===== config.mk =====
export PLATFORM = sky130hd
export DESIGN_NAME = depth_band_centroid_tracker
export DESIGN_NICKNAME = d
export VERILOG_FILES = /design/src/rtl/dbct_pkg.sv /design/src/rtl/dbct_ctrl.sv /design/src/rtl/dbct_datapath.sv /design/src/rtl/depth_band_centroid_tracker.sv
export SDC_FILE = /design/constraint.sdc
export NUM_CORES = 1
export LEC_CHECK = 0
export ABC_AREA = 1
export BUFFER_PORTS_ARGS = -buffer_cell sky130_fd_sc_hd__clkbuf_2
export CORE_ASPECT_RATIO = 0.8
export CORE_MARGIN = 3
export CORE_UTILIZATION = 60
export CTS_CLUSTER_DIAMETER = 80
export DETAILED_ROUTE_END_ITERATION = 16
export GPL_TIMING_DRIVEN = 1
export PLACE_DENSITY_LB_ADDON = 0.1
export REMOVE_ABC_BUFFERS = 1
export SETUP_SLACK_MARGIN = 0.2
export SYNTH_ARGS = -nofsm -noshare
export SYNTH_HDL_FRONTEND = slang
export SYNTH_HIERARCHICAL = 1
export SYNTH_SLANG_ARGS = --single-unit

===== constraint.sdc =====
create_clock -name clk -period 9.1 [get_ports clk]
set_input_delay 0.91 -clock clk [delete_from_list [all_inputs] [get_ports clk]]
set_output_delay 0.91 -clock clk [all_outputs]
set_load 0.02 [all_outputs]

===== src/rtl/dbct_pkg.sv =====
`timescale 1ns / 1ps
`default_nettype none

package dbct_pkg;

  localparam int DEPTH_W = 14;
  localparam int CNT_W   = 18;
  localparam int SUM_W   = 27;
  localparam int GRAY_W  = 8;
  localparam int POS_W   = 9;
  localparam int CFG_W   = 18;
  localparam int IDX_W   = 2;
  localparam int ITER_W  = 5;

  localparam logic [IDX_W-1:0] CFG_MIN_DEPTH  = 2'd0;
  localparam logic [IDX_W-1:0] CFG_MAX_DEPTH  = 2'd1;
  localparam logic [IDX_W-1:0] CFG_MIN_PIXELS = 2'd2;

  localparam logic [DEPTH_W-1:0] MIN_DEPTH_RST  = 14'd10;
  localparam logic [DEPTH_W-1:0] MAX_DEPTH_RST  = 14'd1100;
  localparam logic [CNT_W-1:0]   MIN_PIXELS_RST = 18'd20;

  typedef enum logic {
    ST_STREAM,
    ST_DIVIDE
  } state_t;

  typedef struct packed {
    logic accept;
    logic start_div;
    logic div_step;
    logic load_out;
    logic finish;
  } ctl_cmd_t;

  typedef struct packed {
    logic need_div;
    logic div_last;
  } dp_status_t;

endpackage

`default_nettype wire


===== src/rtl/dbct_ctrl.sv =====
`timescale 1ns / 1ps
`default_nettype none

module dbct_ctrl
  import dbct_pkg::*;
(
  input  wire        clk,
  input  wire        rst_n,
  input  wire        in_valid,
  output logic       in_stall,
  output logic       out_valid,
  input  wire        out_stall,
  input  dp_status_t status,
  output ctl_cmd_t   cmd
);

  state_t state_r, state_nxt;
  logic   out_valid_r, out_valid_nxt;
  logic   out_free;

  assign out_free  = !out_valid_r || !out_stall;
  assign out_valid = out_valid_r;

  always_ff @(posedge clk) begin
    if (!rst_n) begin
      state_r     <= ST_STREAM;
      out_valid_r <= 1'b0;
    end else begin
      state_r     <= state_nxt;
      out_valid_r <= out_valid_nxt;
    end
  end

  always_comb begin
    state_nxt = state_r;
    cmd       = '0;
    in_stall  = 1'b1;
    unique case (state_r)
      ST_STREAM: begin
        in_stall   = !out_free;
        cmd.accept = in_valid && out_free;
        if (cmd.accept) begin
          if (status.need_div) begin
            cmd.start_div = 1'b1;
            state_nxt     = ST_DIVIDE;
          end else begin
            cmd.load_out = 1'b1;
          end
        end
      end
      ST_DIVIDE: begin
        cmd.div_step = 1'b1;
        if (status.div_last) begin
          cmd.finish = 1'b1;
          state_nxt  = ST_STREAM;
        end
      end
      default: state_nxt = ST_STREAM;
    endcase
    // The output register is always empty when a division completes.
    out_valid_nxt = cmd.load_out || cmd.finish || (out_valid_r && out_stall);
  end

endmodule

`default_nettype wire


===== src/rtl/dbct_datapath.sv =====
`timescale 1ns / 1ps
`default_nettype none

module dbct_datapath
  import dbct_pkg::*;
#(
  parameter int FRAME_WIDTH  = 512,
  parameter int FRAME_HEIGHT = 424
) (
  input  wire                clk,
  input  wire                rst_n,
  input  wire                cfg_we,
  input  wire  [IDX_W-1:0]   cfg_index,
  input  wire  [CFG_W-1:0]   cfg_data,
  input  wire  [DEPTH_W-1:0] in_depth,
  input  wire                in_last_pixel,
  input  ctl_cmd_t           cmd,
  output dp_status_t         status,
  output logic [GRAY_W-1:0]  out_gray_level,
  output logic [POS_W-1:0]   out_hand_x,
  output logic [POS_W-1:0]   out_hand_y,
  output logic               out_position_updated
);

  localparam int COL_W = (FRAME_WIDTH > 2) ? $clog2(FRAME_WIDTH) : 1;
  localparam int ROW_W = (FRAME_HEIGHT > 2) ? $clog2(FRAME_HEIGHT) : 1;
  localparam logic [COL_W-1:0] COL_LAST = COL_W'(FRAME_WIDTH - 1);
  localparam logic [ROW_W-1:0] ROW_LAST = ROW_W'(FRAME_HEIGHT - 1);
  localparam logic [SUM_W-1:0] SUM_TOP  = '1;
  localparam logic [CNT_W-1:0] CNT_TOP  = '1;

  logic [DEPTH_W-1:0] min_depth_r, max_depth_r;
  logic [CNT_W-1:0]   min_pixels_r;

  logic [COL_W-1:0] col_r, col_nxt;
  logic [ROW_W-1:0] row_r, row_nxt;
  logic [SUM_W-1:0] sum_col_r, sum_col_nxt, sum_row_r, sum_row_nxt;
  logic [CNT_W-1:0] cnt_r, cnt_nxt;
  logic [POS_W-1:0] held_x_r, held_y_r;

  logic [GRAY_W-1:0] gray_hold_r, gray_out_r;
  logic              updated_r;

  // Divider state: dividends shift out MSB first, remainders build up.
  logic [SUM_W-1:0]  num_x_r, num_y_r;
  logic [CNT_W-1:0]  rem_x_r, rem_y_r, den_r;
  logic [POS_W-1:0]  q_x_r, q_y_r;
  logic [ITER_W-1:0] iter_r;

  logic                in_band;
  logic [SUM_W:0]      add_col, add_row;
  logic [DEPTH_W+7:0]  prod;
  logic [GRAY_W-1:0]   gray;
  logic [CNT_W:0]      trial_x, trial_y;
  logic                qbit_x, qbit_y;
  logic [CNT_W-1:0]    rem_x_nxt, rem_y_nxt;

  assign in_band = (in_depth >= min_depth_r) && (in_depth <= max_depth_r);
  assign prod    = {in_depth, 8'd0} - {8'd0, in_depth};
  assign gray    = in_band ? (8'd255 - prod[DEPTH_W+7:DEPTH_W]) : '0;

  assign add_col = {1'b0, sum_col_r} + (SUM_W+1)'(col_r);
  assign add_row = {1'b0, sum_row_r} + (SUM_W+1)'(row_r);

  always_comb begin
    sum_col_nxt = sum_col_r;
    sum_row_nxt = sum_row_r;
    cnt_nxt     = cnt_r;
    if (in_band) begin
      sum_col_nxt = add_col[SUM_W] ? SUM_TOP : add_col[SUM_W-1:0];
      sum_row_nxt = add_row[SUM_W] ? SUM_TOP : add_row[SUM_W-1:0];
      cnt_nxt     = (cnt_r == CNT_TOP) ? CNT_TOP : cnt_r + 1'b1;
    end
    col_nxt = col_r + 1'b1;
    row_nxt = row_r;
    if (col_r == COL_LAST) begin
      col_nxt = '0;
      row_nxt = (row_r == ROW_LAST) ? '0 : row_r + 1'b1;
    end
  end

  assign status.need_div = in_last_pixel && (cnt_nxt > min_pixels_r);
  assign status.div_last = (iter_r == '0);

  assign trial_x   = {rem_x_r, num_x_r[SUM_W-1]};
  assign trial_y   = {rem_y_r, num_y_r[SUM_W-1]};
  assign qbit_x    = trial_x >= {1'b0, den_r};
  assign qbit_y    = trial_y >= {1'b0, den_r};
  assign rem_x_nxt = qbit_x ? CNT_W'(trial_x - {1'b0, den_r}) : trial_x[CNT_W-1:0];
  assign rem_y_nxt = qbit_y ? CNT_W'(trial_y - {1'b0, den_r}) : trial_y[CNT_W-1:0];

  always_ff @(posedge clk) begin
    if (!rst_n) begin
      min_depth_r  <= MIN_DEPTH_RST;
      max_depth_r  <= MAX_DEPTH_RST;
      min_pixels_r <= MIN_PIXELS_RST;
    end else if (cfg_we) begin
      unique case (cfg_index)
        CFG_MIN_DEPTH:  min_depth_r  <= cfg_data[DEPTH_W-1:0];
        CFG_MAX_DEPTH:  max_depth_r  <= cfg_data[DEPTH_W-1:0];
        CFG_MIN_PIXELS: min_pixels_r <= cfg_data[CNT_W-1:0];
        default: ;
      endcase
    end
  end

  always_ff @(posedge clk) begin
    if (!rst_n) begin
      col_r     <= '0;
      row_r     <= '0;
      sum_col_r <= '0;
      sum_row_r <= '0;
      cnt_r     <= '0;
      held_x_r  <= '0;
      held_y_r  <= '0;
    end else begin
      if (cmd.accept) begin
        if (in_last_pixel) begin
          col_r     <= '0;
          row_r     <= '0;
          sum_col_r <= '0;
          sum_row_r <= '0;
          cnt_r     <= '0;
        end else begin
          col_r     <= col_nxt;
          row_r     <= row_nxt;
          sum_col_r <= sum_col_nxt;
          sum_row_r <= sum_row_nxt;
          cnt_r     <= cnt_nxt;
        end
      end
      if (cmd.finish) begin
        held_x_r <= {q_x_r[POS_W-2:0], qbit_x};
        held_y_r <= {q_y_r[POS_W-2:0], qbit_y};
      end
    end
  end

  always_ff @(posedge clk) begin
    if (cmd.accept) begin
      gray_hold_r <= gray;
    end
    if (cmd.start_div) begin
      num_x_r <= sum_col_nxt;
      num_y_r <= sum_row_nxt;
      den_r   <= cnt_nxt;
      rem_x_r <= '0;
      rem_y_r <= '0;
      q_x_r   <= '0;
      q_y_r   <= '0;
      iter_r  <= ITER_W'(SUM_W - 1);
    end else if (cmd.div_step) begin
      num_x_r <= {num_x_r[SUM_W-2:0], 1'b0};
      num_y_r <= {num_y_r[SUM_W-2:0], 1'b0};
      rem_x_r <= rem_x_nxt;
      rem_y_r <= rem_y_nxt;
      q_x_r   <= {q_x_r[POS_W-2:0], qbit_x};
      q_y_r   <= {q_y_r[POS_W-2:0], qbit_y};
      iter_r  <= iter_r - 1'b1;
    end
    if (cmd.load_out) begin
      gray_out_r <= gray;
      updated_r  <= 1'b0;
    end else if (cmd.finish) begin
      gray_out_r <= gray_hold_r;
      updated_r  <= 1'b1;
    end
  end

  // The held position only changes when the output register is empty.
  assign out_gray_level       = gray_out_r;
  assign out_hand_x           = held_x_r;
  assign out_hand_y           = held_y_r;
  assign out_position_updated = updated_r;

endmodule

`default_nettype wire


===== src/rtl/depth_band_centroid_tracker.sv =====
// An accepted pixel's result enters the output register in the next cycle; a
// frame's last pixel that updates the position instead goes through the
// 27-step restoring divider that forms both centroid coordinates at once.
// Throughput: one pixel per cycle unless out_stall holds it or the divider runs.
// Reset (rst_n, synchronous, active low) clears counters, sums, held position,
// output valid, and restores min_depth=10, max_depth=1100, min_pixels=20.
`timescale 1ns / 1ps
`default_nettype none

module depth_band_centroid_tracker
  import dbct_pkg::*;
#(
  parameter int FRAME_WIDTH  = 512,
  parameter int FRAME_HEIGHT = 424
) (
  input  wire                clk,
  input  wire                rst_n,
  input  wire                cfg_we,
  input  wire  [IDX_W-1:0]   cfg_index,
  input  wire  [CFG_W-1:0]   cfg_data,
  input  wire                in_valid,
  output logic               in_stall,
  input  wire  [DEPTH_W-1:0] in_depth,
  input  wire                in_last_pixel,
  output logic               out_valid,
  input  wire                out_stall,
  output logic [GRAY_W-1:0]  out_gray_level,
  output logic [POS_W-1:0]   out_hand_x,
  output logic [POS_W-1:0]   out_hand_y,
  output logic               out_position_updated
);

  ctl_cmd_t   cmd;
  dp_status_t status;

  dbct_ctrl u_ctrl (
    .clk       (clk),
    .rst_n     (rst_n),
    .in_valid  (in_valid),
    .in_stall  (in_stall),
    .out_valid (out_valid),
    .out_stall (out_stall),
    .status    (status),
    .cmd       (cmd)
  );

  dbct_datapath #(
    .FRAME_WIDTH  (FRAME_WIDTH),
    .FRAME_HEIGHT (FRAME_HEIGHT)
  ) u_datapath (
    .clk                  (clk),
    .rst_n                (rst_n),
    .cfg_we               (cfg_we),
    .cfg_index            (cfg_index),
    .cfg_data             (cfg_data),
    .in_depth             (in_depth),
    .in_last_pixel        (in_last_pixel),
    .cmd                  (cmd),
    .status               (status),
    .out_gray_level       (out_gray_level),
    .out_hand_x           (out_hand_x),
    .out_hand_y           (out_hand_y),
    .out_position_updated (out_position_updated)
  );

endmodule

`default_nettype wire

# ---- Word level (Yosys, flattened, before mapping)
# Index checks and enable logic that the tools add are counted.
dict set report classes {
  addsub 10
  n_lt_le_gt_ge 5
  n_eq_ne 5
  mux 35
  n_bitwise 1
  n_reduce_logical 19
}
# op count
set op_table {}
lappend op_table {{$mux 27} 10}
lappend op_table {{$mux 18} 5}
lappend op_table {{$add 27x9->28} 2}
lappend op_table {{$mux 9} 5}
lappend op_table {{$ge 19x18->1} 2}
lappend op_table {{$sub 18x18->18} 2}
lappend op_table {{$mux 8} 3}
lappend op_table {{$sub 22x14->22} 1}
lappend op_table {{$add 18x1->18 const B} 1}
lappend op_table {{$add 9x1->9 const B} 2}
lappend op_table {{$eq 18x18->1 const B} 1}
lappend op_table {{$eq 9x9->1 const B} 2}
lappend op_table {{$gt 18x18->1} 1}
lappend op_table {{$ge 14x14->1} 1}
lappend op_table {{$le 14x14->1} 1}
lappend op_table {{$mux 1} 10}
lappend op_table {{$reduce_and 2->1} 4}
lappend op_table {{$sub 8x8->8 const A} 1}
lappend op_table {{$reduce_bool 2->1} 3}
lappend op_table {{$logic_not 5->1} 1}
lappend op_table {{$sub 5x1->5 const B} 1}
lappend op_table {{$logic_and 1x1->1} 4}
lappend op_table {{$logic_not 1->1} 3}
lappend op_table {{$logic_or 1x1->1} 3}
lappend op_table {{other kinds (6)} 6}
dict set report totals {
  regBits 302
  inputBits 40
  out_inout_bits 29
  wordCells 98
}

# ---- Longest topological paths before layout
# Gate-level depths: netlist of the first run.
dict set report logic_depth {
  ltp_word 10
  depth_mapped 32
  mapped_depth_nobuf 30
}

# ---- Hierarchy
# The synthesis of the first run kept the hierarchy.
# mod instances cells_each area_per_inst_um2 seq_area_each_um2
set modules_own_cells {}
lappend modules_own_cells {dbct_datapath 1 2774 18879.4 6886.6}
lappend modules_own_cells {dbct_ctrl 1 21 130.1 40.0}

# ---- Least setup slack after synthesis of the first run
# No wires, ideal clock.
dict set report synth_timing {
  path_kind {input -> register}
  from {in in_depth[11]}
  to {reg u_datapath.num_x_r[0] (enable)}
  setup_time_ps 440
  arrival_ps 6111
  t_required_ps 8660
  path_slack_ps 2549
  stages 28
  path_buffers 4
  path_cell_list {ha_1 -> nand2_1 -> inv_1 -> o21bai_1 -> nand2_1 -> a21oi_1 -> nand3_4 -> nand2_2 -> buf_6 -> buf_6 -> nand2_1 -> nand2_1 -> inv_1 -> ha_1 -> nand2_1 -> o21ai_0 -> a21oi_1 -> o21ai_0 -> a21oi_1 -> o21ai_0 -> nand2_1 -> inv_1 -> nand4_1 -> inv_1 -> clkbuf_1 -> nor2_1 -> inv_1 -> clkbuf_1}
}
# element line_no
set synth_lines {}
lappend synth_lines {{start: declaration} depth_band_centroid_tracker.sv:23} ;# input wire [DEPTH_W-1:0] in_depth,
lappend synth_lines {{end signal: assignment} dbct_datapath.sv:144} ;# num_x_r <= sum_col_nxt;
lappend synth_lines {{end signal: assignment} dbct_datapath.sv:153} ;# num_x_r <= {num_x_r[SUM_W-2:0], 1'b0};
lappend synth_lines {{end: declaration} dbct_datapath.sv:45} ;# logic [SUM_W-1:0] num_x_r, num_y_r;

==> results of run 1 <==
[where the power goes]
group	internal [uW]	leakage [uW]	switching [uW]	total, uW
logic	448	0.00663	930	1380
registers	1590	0.00257	103	1700
clock network	816	0.000554	558	1370
total	2860	0.00975	1590	4450
[synthesized netlist by cell type (all sizes together)]
library cell / number
edfxtp: 88
a21oi: 209
nor4: 4
a21o: 4
nand3: 258
buf: 44
dfxtp: 214
o21bai: 9
fa: 4
a211oi: 1
o21a: 4
o2111ai: 1
nor2: 212
or2: 5
a21boi: 2
and3: 2
a31oi: 4
nor3: 39
nand2: 923
inv: 357
nand3b: 12
o22ai: 14
ha: 111
nand4: 45
xnor2: 19
nor3b: 4
o21ai: 102
o31ai: 1
a22oi: 1
o211ai: 9
clkbuf: 52
xor2: 39
and2: 2
[layer usage]
layer  vias to the layer above  share of wire, %
met4                         0               2.7
met5                         -                 0
li1                       9077                 -
met3                        91               8.0
met1                      8281                46
met2                       692                43
[registers in the layout, indices dropped and copies added (netlist names), 5 cells and up]
signal,count
u_datapath/sum_row_r,27
u_datapath/row_r,9
u_datapath/num_y_r,27
u_datapath/gray_hold_r,8
u_datapath/cnt_r,18
u_datapath/rem_y_r,18
u_datapath/q_y_r,8
u_datapath/max_depth_r,14
u_datapath/min_pixels_r,18
u_datapath/min_depth_r,14
u_datapath/out_hand_y,9
u_datapath/den_r,18
u_datapath/num_x_r,27
u_datapath/col_r,9
u_datapath/iter_r,5
u_datapath/sum_col_r,27
u_datapath/rem_x_r,18
u_datapath/q_x_r,8
u_datapath/out_hand_x,9
u_datapath/out_gray_level,8
[final cells by class]
cell class	count	share of cell area [%]
clock buffers	48	4.875
clock inverters	10	0.5653
inverters	357	6.510
multi-input cells	2040	49.84
flip-flops and latches	302	33.65
well taps	413	2.510
repair buffers	79	2.054
[final timing paths]
path	endpoint	slack, ns	cells past startpoint
setup / recovery	u_datapath/num_x_r[3]	2.10	27
hold / removal	u_datapath/min_pixels_r[9]	0.46	2
setup reg to reg	u_datapath/num_x_r[3]	2.23	29
hold reg to reg	u_datapath/min_pixels_r[9]	0.46	2
[tightest hold or removal path, delay by kind of cell (launching register included)]
family | cells | cell delay (ns)
flops | 1 | 0.30
buf+inv | 1 | 0.06
compound gates | 1 | 0.06
[cells by family (layout without fill, tap and decap cells)]
family                   Yosys count  in the layout  synth area share, %
AO/OA/AOI/OAI                    361            361                10.17
AND/OR/NAND/NOR                 1506           1506                33.33
adder cells (fa/ha/maj)          115            115                7.727
flip-flops                       302            302                36.44
XOR/XNOR                          58             58                2.672
buffers and inverters            453            494                9.662
[through the flow]
step                      util (%)  setup WS, ns  hold slack, ns
final                        66.81         2.101          0.4613
after global routing         66.81         1.466          0.4822
after CTS                    66.81         2.257          0.4652
after detailed placement     63.18         1.657          0.4554
after global placement       63.18         1.864          0.4498
after floorplan                  -        0.6627          0.4291
==> impl_results.md, run 1 <==
* Status: complete, no violations
* Commonest non-fill, non-tap cells in the layout: 915 x nand2_1, 346 x inv_1, 254 x nand3_1, 214 x dfxtp_1, 206 x a21oi_1
* WP data arrival at 7.33 ns
* Critical-path top delay cell: inv_2
* Syn Area/Cell at 6.801 sq um
* Dpl hpwl at 36.34 mm
* Post-route cell area at 0.02058 sq mm
* Largest area contributor in the netlist: dfxtp_1
* Longest Clk Path Bufs at 3
* Final Cycle Share at 76.91%
* Post-CTS Setup Bufs at 0
* Relative slew slack at 35.02%
* Setup Skew at 0.02050 ns
* Top cells by area, synth: dfxtp_1 23%, nand2_1 18%, edfxtp_1 14%
* CP Buf/Inv Count at 7
* Final setup violation count at 0
* WL per Instance at 15.71 um
* TritonCTS buffer count at 31
* GRT met1 Usage at 42.81%
* Core ar. at 0.03081 sq mm
* Share of Yosys cell area claimed by the top area cell type at 22.54%
* Synth-to-Final Area Change at 8.286%
* Die X at 205.0 um
* Antenna diodes at 0
* Placed Instances at 3191
* Final Max Slew Viols at 0
* Cell Pwr Density at 216.1 mW/mm^2
* Worst Path Max Fanout at 56
* Post-synthesis register bit count at 302
* DR vias at 18140
* Vias in the first global route at 16100
* Met3 usage at 4.664%
* Die H at 165.2 um
* GRT Total Usage at 29.50%
* WL final at 51.03 mm
* Total power at 4448 uW
* Share of layout cells above drive strength 1 at 6.312%
* Min-Delay Startpoint: u_datapath/min_pixels_r[9]
* Fmax at 142.9 MHz
* LEAKAGE at 0.009753 uW
* Fin crit period at 6.999 ns
* Die Footprint at 0.03387 sq mm
* Crit end category: register
* Antenna Nets Post-Route at 0
* Family with the most delay on the worst path: buffers and inverters
* Area of the multi-input gates at 0.01026 sq mm
* Storage cell area at 0.006927 sq mm
* RePlAce Congestion at 0.9483
* VDD IR max at 0.1852 mV
* Sequential area share after synthesis at 36.44%
* CP Launch Type: input pin
* Mapped Cells at 2795
* Final net count at 2966
* Worst path required time at 9.43 ns
* Placed cell area at 0.01946 sq mm
* Largest stage delay, worst path at 0.83 ns
* First-pass DRT Iterations at 6
* Yosys cell types at 52
* CTS Hold Bufs at 0
* Pin count of the biggest net entering global routing at 77
* Initial Utilization at 61.70%
* Max-Cap Viols at 0
* Post-Route Setup TNS at 0 ns
* First-pass GRT wire length at 81.98 mm
* Boundary Pins at 69
* Clk root buf: clkbuf_16
* Fillers at 2781
* H-tree Lvls at 1
* Finished Layout Cells at 3249
* Skew-Pair Late Insertion Delay at 0.58 ns
* CP Class: input pin to register
* Ys Warns at 6
* Busiest grt layer: met2
* RSZ-0062 raised after global routing: no
* Commonest non-fill, non-tap cell in the layout: nand2_1
* Most frequent CP cell: nand2_1
* CTS tree: built
* GR Util met2 at 45.74%
* Clock-pin slew on the worst setup and hold paths at 0.07 ns
* Post-CTS Resized at 0
* Post-route DRC at 0
* Antenna violations before repair at 0
* Hold Path Class: register to register
* Start of the worst register-to-register path: u_datapath/max_depth_r[1]
* Area of the mapped netlist at 0.01901 sq mm
* Port Buf Inserts at 68
* DR iter-0 viols at 1690
* Worst-Margin Slew at 0.9736 ns
* Std cell rows at 57
* Vias/cell at 5.584
* CP Launch Point: in_depth[9]
* Sinks on Clock Net at 302
* Remaining Overflow, GRT at 0
* Hold Fails Final Rpt at 0
(Power assumes the default switching activity.)
==> run 2: changes to the inputs <==
==> constraint.sdc (replaced) <==
create_clock -name clk -period 6.9 [get_ports clk]
set_input_delay 0.69 -clock clk [delete_from_list [all_inputs] [get_ports clk]]
set_output_delay 0.69 -clock clk [all_outputs]
set_load 0.02 [all_outputs]
==> impl_results.md, run 2 (same netlist as run 1, synthesis figures left out) <==
* RePlAce Congestion at 0.9952 (+4.9%)
* WL per Instance at 15.80 um (+0.58%)
* Hold WS at 0.3746 ns (-0.08675 ns)
* Sinks on Clock Net at 302 (unchanged)
* Post-CTS Resized at 0 (unchanged)
* Net Sw Frac at 36.32% (+0.55 points)
* Die Footprint at 0.03387 sq mm (unchanged)
* Most frequent CP cell: nand2_1
* Post-route DRC at 0 (unchanged)
* Total power at 5787 uW (+30%)
* Worst-Margin Slew at 1.293 ns (+0.3196 ns)
* Port Buf Inserts at 68 (unchanged)
* Initial Utilization at 61.70% (unchanged)
* TritonCTS buffer count at 30 (-3.2%)
* Skew-Pair Late Insertion Delay at 0.58 ns (about the same)
* Share of layout cells above drive strength 1 at 6.444% (+0.13 points)
* H-tree Lvls at 1 (unchanged)
* Fmax at 171.0 MHz
* Reg power frac at 38.7% (+0.6 points)
* Hold Path Class: input pin to register
* CP Launch Type: register
* DR iter-0 viols at 1842 (+9.0%)
* Commonest non-fill, non-tap cells in the layout: 915 x nand2_1, 346 x inv_1, 254 x nand3_1, 214 x dfxtp_1, 206 x a21oi_1
* Cell Pwr Density at 281.3 mW/mm^2 (+30%)
* Final setup margin at 1.053 ns (-1.048 ns)
* CP Class: register to register
* Pin count of the biggest net entering global routing at 77 (unchanged)
* Fin crit period at 5.847 ns
* WP data arrival at 6.28 ns (-1.05 ns)
* WL final at 51.39 mm (+0.70%)
* Vias/cell at 5.559 (-0.44%)
* Final setup violation count at 0 (unchanged)
* Vias in the first global route at 16860 (+4.7%)
* CP Buf/Inv Count at 8 (+1)
* Final Max Slew Viols at 0 (unchanged)
* Antenna Nets Post-Route at 0 (unchanged)
* Die X at 205.0 um (unchanged)
* Post-route cell area at 0.02057 sq mm (about the same)
* Worst path required time at 7.34 ns (-2.09 ns)
* LEAKAGE at 0.009758 uW (about the same)
* RSZ-0062 raised after global routing: no
* CTS tree: built
* Antenna diodes at 0 (unchanged)
* Synth-to-Final Area Change at 8.234% (about the same)
* Final net count at 2971 (+0.17%)
* Place WS at 0.7022 ns (-0.9551 ns)
* NetSw at 2102 uW (+32%)
* Max-Cap Viols at 0 (unchanged)
* Hold Fails Final Rpt at 0 (unchanged)
* Dpl hpwl at 36.47 mm (+0.37%)
* Setup Skew at 0.01544 ns (-0.005062 ns)
* Longest Clk Path Bufs at 3 (unchanged)
* Worst Path Max Fanout at 73 (+30%)
* Core ar. at 0.03081 sq mm (unchanged)
* Family with the most delay on the worst path: buffers and inverters
* Relative slew slack at 13.59% (-21 points)
* Antenna violations before repair at 0 (unchanged)
* Die H at 165.2 um (unchanged)
* VDD IR max at 0.2044 mV (+10%)
* DR vias at 18080 (-0.31%)
* Final Cycle Share at 84.73%
* Commonest non-fill, non-tap cell in the layout: nand2_1
* Crit end category: register
* Clock power frac at 29.5% (-1.4 points)
* Remaining Overflow, GRT at 0 (unchanged)
* Status: complete, no violations
* Std cell rows at 57 (unchanged)
* Int Pwr at 3685 uW (+29%)
* Placed cell area at 0.01952 sq mm (+0.30%)
* Clock-pin slew on the worst setup and hold paths at 0.07 ns (about the same)
* First-pass DRT Iterations at 6 (unchanged)
* Combinational fraction of design power at 31.8% (+0.8 points)
* Clk root buf: clkbuf_16
* Critical-path top delay cell: buf_4
* Largest stage delay, worst path at 0.68 ns (-0.15 ns)
* First-pass GRT wire length at 83.86 mm (+2.3%)
* GRT Total Usage at 30.10% (+0.60 points)
* Post-CTS Setup Bufs at 0 (unchanged)
* Boundary Pins at 69 (unchanged)
* CTS Hold Bufs at 0 (unchanged)
* Fillers at 2824 (+1.5%)
## run 2: cell types whose count changed in the layout (fill, tap and decap cells not counted)
cell	delta
buf_4	+5
bufinv_16	-2
clkbuf_8	-2
buf_12	+1
clkinv_2	+1
clkinv_8	+1
clkinvlp_4	-1
inv_4	+1
## run 2: routing by layer
layer,vias up,share of wire (%),track usage (%)
li1,9104,-,-
met1,8231,47,43.05
met2,672,43,47.71
met3,77,7.8,5.036
met4,0,2.2,7.482
met5,-,0,0
## run 2: worst register-to-register path, delay by kind of cell, from the launching register on
kind                     cells  cell delay [ns]
buffers and inverters        8             2.28
AND/OR/NAND/NOR             11             1.58
AO/OA/AOI/OAI                7             0.93
adder cells (fa/ha/maj)      2             0.59
flip-flops                   1             0.31
## run 2: power groups by stage
stage	Sequential [uW]	Clock, uW	Combinational [uW]
2_1_floorplan	2240	0	1330
3_5_place_dp	2270	0	1810
4_1_cts	2230	1730	1820
5_1_grt	2260	1800	2090
3_3_place_gp	2260	0	1760
6_report	2240	1710	1840
## run 2: layout make-up
type	instances	area (sq um)	area share, %
repair buffers	85	480.5	2.335
clock buffers	46	975.9	4.743
clock inverters	10	76.32	0.3710
multi-input cells	2040	10260	49.86
inverters	357	1340	6.513
well taps	413	516.7	2.512
flip-flops and latches	302	6927	33.67
## run 2: worst paths after layout
check	depth (start not counted)	slack, ns	startpoint	end
max	28	1.05	u_datapath/min_depth_r[13]	u_datapath/q_x_r[7]
min reg2reg	2	0.46	u_datapath/min_depth_r[5]	u_datapath/min_depth_r[5]
max reg2reg	28	1.05	u_datapath/min_depth_r[13]	u_datapath/q_x_r[7]
min	3	0.37	cfg_data[6]	u_datapath/max_depth_r[6]
## run 2: through the flow
step / utilization (%) / instances / setup TNS [ns]
after CTS: 66.78 / 3253 / 0
after floorplan: - / 2699 / -100.11
after detailed placement: 63.37 / 3197 / 0
after global routing: 66.78 / 3253 / 0
after global placement: 63.37 / 3197 / 0
final: 66.78 / 3253 / 0
